### src/rtl/core/first_fit_heap_allocator_top_defines.svh
// Assertion macros for the heap allocator.
// No dependencies.
`ifndef FIRST_FIT_HEAP_ALLOCATOR_TOP_DEFINES_SVH
`define FIRST_FIT_HEAP_ALLOCATOR_TOP_DEFINES_SVH
// implication checked on every rising clock edge outside reset
`define FFHA_ASSERT_IMP(lbl, a, c) \
  lbl: assert property (@(posedge clk_i) disable iff (!rst_ni) (a) |-> (c)) \
    else $error("assertion failed");
// next-cycle implication
`define FFHA_ASSERT_NXT(lbl, a, c) \
  lbl: assert property (@(posedge clk_i) disable iff (!rst_ni) (a) |=> (c)) \
    else $error("assertion failed");
`endif

### src/rtl/core/ffha_pkg.sv
// Shared types and constants for the first-fit heap allocator.
// No dependencies.
package ffha_pkg;
  localparam int unsigned MaxBlocks       = 64;
  localparam int unsigned HeaderBytes     = 16;
  localparam int unsigned AlignBytes      = 4;
  localparam int unsigned MinSplitPayload = 16;
  localparam int unsigned IdxW = $clog2(MaxBlocks);
  localparam int unsigned CntW = $clog2(MaxBlocks + 1);
  localparam logic [31:0] HeapSizeRst     = 32'd1048576;

  localparam logic [1:0] OpAlloc  = 2'd0;
  localparam logic [1:0] OpFree   = 2'd1;
  localparam logic [1:0] OpReinit = 2'd2;

  localparam logic [1:0] StDone    = 2'd0;
  localparam logic [1:0] StNoSpace = 2'd1;
  localparam logic [1:0] StBadAddr = 2'd2;

  localparam logic CfgHeapBase = 1'b0;
  localparam logic CfgHeapSize = 1'b1;

  typedef struct packed {
    logic [1:0]  op;
    logic [31:0] request_size;
    logic [31:0] release_address;
  } req_t;

  typedef struct packed {
    logic [1:0]  status;
    logic [31:0] address;
    logic [31:0] free_bytes;
  } rsp_t;

  // datapath commands
  typedef enum logic [3:0] {
    CmdNone, CmdLoad, CmdInit, CmdRead, CmdEval, CmdShUpRd, CmdShUpWr, CmdSplit,
    CmdGrant, CmdMark, CmdShDnRd, CmdShDnWr, CmdMerge, CmdSumRd, CmdSumAcc
  } cmd_e;

  typedef struct packed {
    cmd_e        cmd;
    logic [IdxW-1:0] idx;
  } ctl_t;

  typedef struct packed {
    logic        hit;     // Eval: alloc fits / free address matches
    logic        split;   // Eval: alloc splits
    logic        pair;    // Read during merge: idx and idx+1 both free
    logic [CntW-1:0] count;
  } sts_t;
endpackage

### src/rtl/core/ffha_ctrl.sv
// Sequencer for the heap allocator: walks, shifts and sums the block table.
// Depends on ffha_pkg.
module ffha_ctrl import ffha_pkg::*; (
  input  logic        clk_i,
  input  logic        rst_ni,
  input  logic        in_valid_i,
  output logic        in_ready_o,
  input  logic [1:0]  op_i,
  input  logic        out_ready_i,
  output logic        out_valid_o,
  output logic [1:0]  status_o,
  input  sts_t        sts_i,
  output ctl_t        ctl_o
);
  typedef enum logic [13:0] {
    SIdle  = 14'b00000000000001, SARd  = 14'b00000000000010,
    SAEv   = 14'b00000000000100, SAChk = 14'b00000000001000,
    SUpRd  = 14'b00000000010000, SUpWr = 14'b00000000100000,
    SGrant = 14'b00000001000000, SFRd  = 14'b00000010000000,
    SFEv   = 14'b00000100000000, SMRd  = 14'b00001000000000,
    SMEv   = 14'b00010000000000, SDn   = 14'b00100000000000,
    SSum   = 14'b01000000000000, SOut  = 14'b10000000000000
  } state_e;

  state_e state_q, state_d;
  logic [CntW-1:0] i_q, i_d, j_q, j_d;
  logic [1:0] st_q, st_d;
  logic       sum_lag_q, sum_lag_d;
  logic [1:0] mph_q, mph_d;

  always_comb begin
    state_d = state_q; i_d = i_q; j_d = j_q; st_d = st_q;
    sum_lag_d = sum_lag_q; mph_d = mph_q;
    ctl_o = '{cmd: CmdNone, idx: i_q[IdxW-1:0]};
    case (state_q)
      SIdle: if (in_valid_i) begin
        ctl_o.cmd = CmdLoad; i_d = '0; st_d = StDone;
        case (op_i)
          OpAlloc: state_d = SARd;
          OpFree:  state_d = SFRd;
          OpReinit: begin state_d = SSum; ctl_o.cmd = CmdInit; end
          default: state_d = SSum;
        endcase
        sum_lag_d = 1'b0; mph_d = '0;
      end
      SARd: begin
        if (i_q >= sts_i.count) begin st_d = StNoSpace; state_d = SSum; i_d = '0; end
        else state_d = SAEv;
      end
      SAEv: begin ctl_o.cmd = CmdEval; state_d = SAChk; end
      SAChk: begin
        if (sts_i.hit) begin
          if (sts_i.split) begin j_d = sts_i.count; state_d = SUpRd; end
          else state_d = SGrant;
        end else begin i_d = i_q + CntW'(1); state_d = SARd; end
      end
      SUpRd: begin
        if (j_q > i_q + CntW'(1)) begin
          ctl_o = '{cmd: CmdShUpRd, idx: j_q[IdxW-1:0]}; state_d = SUpWr;
        end else begin
          ctl_o.cmd = CmdSplit; state_d = SGrant;
        end
      end
      SUpWr: begin
        ctl_o = '{cmd: CmdShUpWr, idx: j_q[IdxW-1:0]};
        j_d = j_q - CntW'(1); state_d = SUpRd;
      end
      SGrant: begin ctl_o.cmd = CmdGrant; i_d = '0; state_d = SSum; end
      SFRd: begin
        if (i_q >= sts_i.count) begin st_d = StBadAddr; i_d = '0; state_d = SSum; end
        else state_d = SFEv;
      end
      SFEv: begin
        if (mph_q == 2'd0) begin ctl_o.cmd = CmdEval; mph_d = 2'd1; end
        else begin
          mph_d = 2'd0;
          if (sts_i.hit) begin ctl_o.cmd = CmdMark; i_d = '0; state_d = SMRd; end
          else begin i_d = i_q + CntW'(1); state_d = SFRd; end
        end
      end
      // merge pass: read idx (hold), then idx+1 (payload), check pair
      SMRd: begin
        if (i_q + CntW'(1) >= sts_i.count) begin i_d = '0; state_d = SSum; end
        else state_d = SMEv;
        mph_d = '0;
      end
      SMEv: begin
        case (mph_q)
          2'd0: begin ctl_o.cmd = CmdEval; mph_d = 2'd1; end
          2'd1: begin
            ctl_o = '{cmd: CmdEval, idx: i_q[IdxW-1:0] + IdxW'(1)}; mph_d = 2'd2;
          end
          2'd2: begin
            ctl_o = '{cmd: CmdNone, idx: i_q[IdxW-1:0] + IdxW'(1)};
            mph_d = 2'd3;
          end
          default: begin
            ctl_o.cmd = CmdRead; mph_d = '0; state_d = SDn;
            j_d = i_q;
          end
        endcase
      end
      SDn: begin
        if (mph_q == 2'd0) begin
          mph_d = 2'd1;
          if (!sts_i.pair) begin i_d = i_q + CntW'(1); state_d = SMRd; mph_d = '0; end
          else begin
            ctl_o.cmd = CmdMerge; j_d = i_q + CntW'(1);
          end
        end else if (mph_q == 2'd1) begin
          if (j_q + CntW'(1) < sts_i.count + CntW'(1)) begin
            ctl_o = '{cmd: CmdShDnRd, idx: j_q[IdxW-1:0]}; mph_d = 2'd2;
          end else begin mph_d = '0; state_d = SMRd; end
        end else begin
          ctl_o = '{cmd: CmdShDnWr, idx: j_q[IdxW-1:0]};
          j_d = j_q + CntW'(1); mph_d = 2'd1;
        end
      end
      SSum: begin
        if (!sum_lag_q) begin
          ctl_o = '{cmd: CmdSumRd, idx: '0}; sum_lag_d = 1'b1; i_d = '0;
        end else begin
          ctl_o = '{cmd: CmdSumAcc, idx: i_q[IdxW-1:0]};
          if (i_q + CntW'(1) >= sts_i.count) state_d = SOut;
          else i_d = i_q + CntW'(1);
        end
      end
      SOut: if (out_ready_i) state_d = SIdle;
      default: state_d = SIdle;
    endcase
  end

  always_ff @(posedge clk_i or negedge rst_ni) begin
    if (!rst_ni) begin
      state_q <= SIdle; i_q <= '0; j_q <= '0; st_q <= StDone;
      sum_lag_q <= 1'b0; mph_q <= '0;
    end else begin
      state_q <= state_d; i_q <= i_d; j_q <= j_d; st_q <= st_d;
      sum_lag_q <= sum_lag_d; mph_q <= mph_d;
    end
  end

  assign in_ready_o  = (state_q == SIdle);
  assign out_valid_o = (state_q == SOut);
  assign status_o    = st_q;
endmodule

### config.mk
export PLATFORM = sky130hd
export DESIGN_NAME = ffha_ctrl
export DESIGN_NICKNAME = d
export VERILOG_FILES = /design/src/rtl/core/first_fit_heap_allocator_top_defines.svh /design/src/rtl/core/ffha_pkg.sv /design/src/rtl/core/ffha_ctrl.sv
export SDC_FILE = /design/constraint.sdc
export NUM_CORES = 1
export LEC_CHECK = 0
export BUFFER_PORTS_ARGS = -buffer_cell sky130_fd_sc_hd__buf_2
export CAP_MARGIN = 20
export CORE_ASPECT_RATIO = 0.5
export CORE_MARGIN = 2
export CORE_UTILIZATION = 62
export DETAILED_ROUTE_END_ITERATION = 6
export PLACE_DENSITY = 0.83
export SLEW_MARGIN = 25
export SYNTH_ARGS = -nofsm -noshare
export SYNTH_HDL_FRONTEND = slang
export SYNTH_SLANG_ARGS = --single-unit
### constraint.sdc
create_clock -name clk_i -period 4.27 [get_ports clk_i]
set_clock_uncertainty 0.2 [all_clocks]
set_input_delay 0.854 -clock clk_i [delete_from_list [all_inputs] [get_ports clk_i]]
set_output_delay 0.854 -clock clk_i [all_outputs]
set_load 0.02 [all_outputs]
==> impl_results.md <==
* DP HPWL at 9500 um
* Routability cong. at 1.09
* Max-slew violations at 0
* Syn Area/Cell at 7.69 um2
* Most common flop cell mapped by yosys: dfrtp_1
* Register bit total from synthesis at 33
* R2r endpoint: i_q[4]
* H-tree depth at 2
* Reg-to-reg slack, setup at 0.54 ns
* Full die area at 0.00675 mm2
* Critical path class: input port to output port
* Most frequent cells in the layout: nand2_1 (45), nor2_1 (39), buf_4 (39), ha_1 (36), dfrtp_1 (31)
* Top delay family on crit path: compound AO/OA/AOI/OAI gates
* Final Net Count at 588
* Port Buffers at 29
* Util after Layout at 78.0%
* Sequential share of the synthesized area at 22.0%
* CTS tree: yes
* Synth async-reset ratio at 100%
* Buffers & Inverters on Critical Path at 3
* Final Cell Area at 0.00441 mm2
* Diodes inserted at 0
* Worst Setup End Kind: output port
* Cells after synthesis at 489
* Inserted Clock Buffers at 5
* WL final at 12400 um
* Setup crit start kind: input port
* Root buf cell: clkbuf_16
* Worst stage delay on the critical path at 0.37 ns
* CP Data Required Time at 3.22 ns
* I/O Pins at 30
* Relative slew slack at 48.5%
* CP arrival at 3.09 ns
* Maxcap violations at 0
* Num Clock Sinks at 33
* Clk slew on worst S/H paths at 0.05 ns
* Post-CTS Hold Buffers at 0
* Fmax at 241 MHz
* Fin crit share at 97.1%
* Post-DP Area at 0.00415 mm2
* Hold path depth at 2
* Crit-path max FO at 3
* Crit path cell chain: buf_2 > inv_1 > nor3_2 > nand3_1 > xnor2_1 > ha_1 > a21oi_1 > o21ai_1 > a21oi_2 > nor2b_2 > o21ai_0 > nand3_1 > a221o_1 > buf_2
* Worst Hold End: status_o[1]
* Worst Setup SP: sts_i[3]
* Critical Path Slowest Stage Cell: a221o_1
* Final antenna-violating net count at 0
* Final hold viol count at 0
* Leakage power at 2.08 nW
* Area Overhead vs Synth at 17.3%
* RR Startpoint: i_q[1]
* Die height at 59.1 um
* Ys Warns at 0
* First-pass GRT wire length at 19300 um
* Worst slew pin tran at 0.773 ns
* Vias per std cell at 6.82
* Tmin final at 4.14 ns
* Core ar. at 0.00566 mm2
* PD cells at 462 mW/mm2
* Mapped cell area at 0.00376 mm2
* RSZ-0062 raised after global routing: yes
* Status: finished, final reports clean
* Synth cell types at 67
* Vias at 4154
* Total GRT Usage at 37.4%
* Global route overflow at 0
* Share of layout cells above drive strength 1 at 19.4%
* Clock latency on the worst-skew pair at 0.28 ns
* Worst reg2reg path depth at 13
* Final setup vio count at 0
* Initial antenna violation count at 0
* Clock buffer depth at 2
* Peak VDD IR at 0.000292 V
* Hold Startpoint: status_o[1]
* Syn_nets at 542
* Die Wd at 114 um
* WHS at 0.295 ns
* Post-synth EDFFs at 0
* Commonest non-fill, non-tap cell in the layout: nand2_1
* Avg WL per Cell at 20.4 um
* Iter 0 DRT Violations at 679
* Num rows at 19
* Vias in the first global route at 3655
* Pin count of the biggest net entering global routing at 34
* Drt drc at 0
* First drt pass iteration count at 5
* Worst min path class: flop to flop
* Fillers at 437
* Initial Util at 66.5%
==> registers in the layout, indices dropped and copies added, names as in the netlist <==
| name | flops |
|---|---|
| i_q | 7 |
| j_q | 7 |
| mph_q | 2 |
| state_q | 14 |
| status_o | 2 |
| sum_lag_q | 1 |
==> cell usage after synthesis (10+ instances only) <==
cell	count	area, um2
a21oi_1	30	150
clkbuf_1	19	71.3
dfrtp_1	32	801
ha_1	37	463
inv_1	27	101
nand2_1	45	169
nand3_1	28	140
nand4_1	16	100
nor2_1	39	146
nor3_1	10	50.1
o21ai_0	24	120
o21ai_1	11	55.1
xnor2_1	14	123
xor2_1	11	96.3
==> layout make-up <==
class	count	area [um2]	area share [%]
Clock buffer	7	143	3.23
Clock inverter	1	30.0	0.681
Inverter	27	101	2.30
Multi-Input combinational cell	400	2780	63.0
Sequential cell	33	828	18.8
Tap cell	73	91.3	2.07
Timing Repair Buffer	68	438	9.93
==> metal layers <==
layer | track usage, % | part of all wire (%) | vias up
met2 | 56.2 | 42 | 284
met4 | 12.4 | 2.7 | 0
met1 | 54.0 | 44 | 1925
li1 | - | - | 1900
met3 | 7.77 | 11 | 45
met5 | 0 | 0 | -
==> worst max path at each step <==
stage                    end  slack [ns]  cells after the start
global route        ctl_o[3]       -0.04                     15
global placement    ctl_o[3]        0.09                     14
floorplan           ctl_o[0]        0.34                     12
detailed placement  ctl_o[3]       -0.03                     14
finish              ctl_o[5]        0.13                     14
CTS                 ctl_o[5]        0.05                     14
==> power breakdown <==
| part | total [mW] | internal (mW) | switching [mW] |
|---|---|---|---|
| Sequential | 0.448 | 0.369 | 0.0794 |
| Clock | 0.437 | 0.292 | 0.145 |
| Combinational | 1.15 | 0.421 | 0.733 |
| Total | 2.04 | 1.08 | 0.957 |
==> metrics by stage <==
step	power [mW]	worst slack (ns)	setup TNS [ns]	cells
after floorplan	1.18	0.340	0	489
after global placement	1.52	0.0882	0	599
after detailed placement	1.53	-0.0289	-0.0289	599
after CTS	1.98	0.0463	0	608
after global routing	2.16	-0.0389	-0.151	609
final	2.04	0.125	0	609
==> what timing repair did <==
action	CTS	global route
setup buffers	1	1
pin swaps	1	10
resized for setup	0	15
endpoints found under the setup margin	2	8
==> logic make-up (layout without fill, tap and decap cells) <==
logic type	after synthesis	after routing	synth area share [%]
fa+ha+maj	37	37	12.3
flops	33	33	22.0
simple gates	197	197	28.0
mux	7	7	1.96
compound gates	134	134	23.7
buf+inv	56	103	6.19
xor+xnor	25	25	5.82
==> worst min-delay path, stage by stage, from the launching register on <==
cell,delay [ns]
dfrtp_1,0.34
nand2_1,0.05
o21ai_0,0.07
Power figures use the tool's default switching activity.
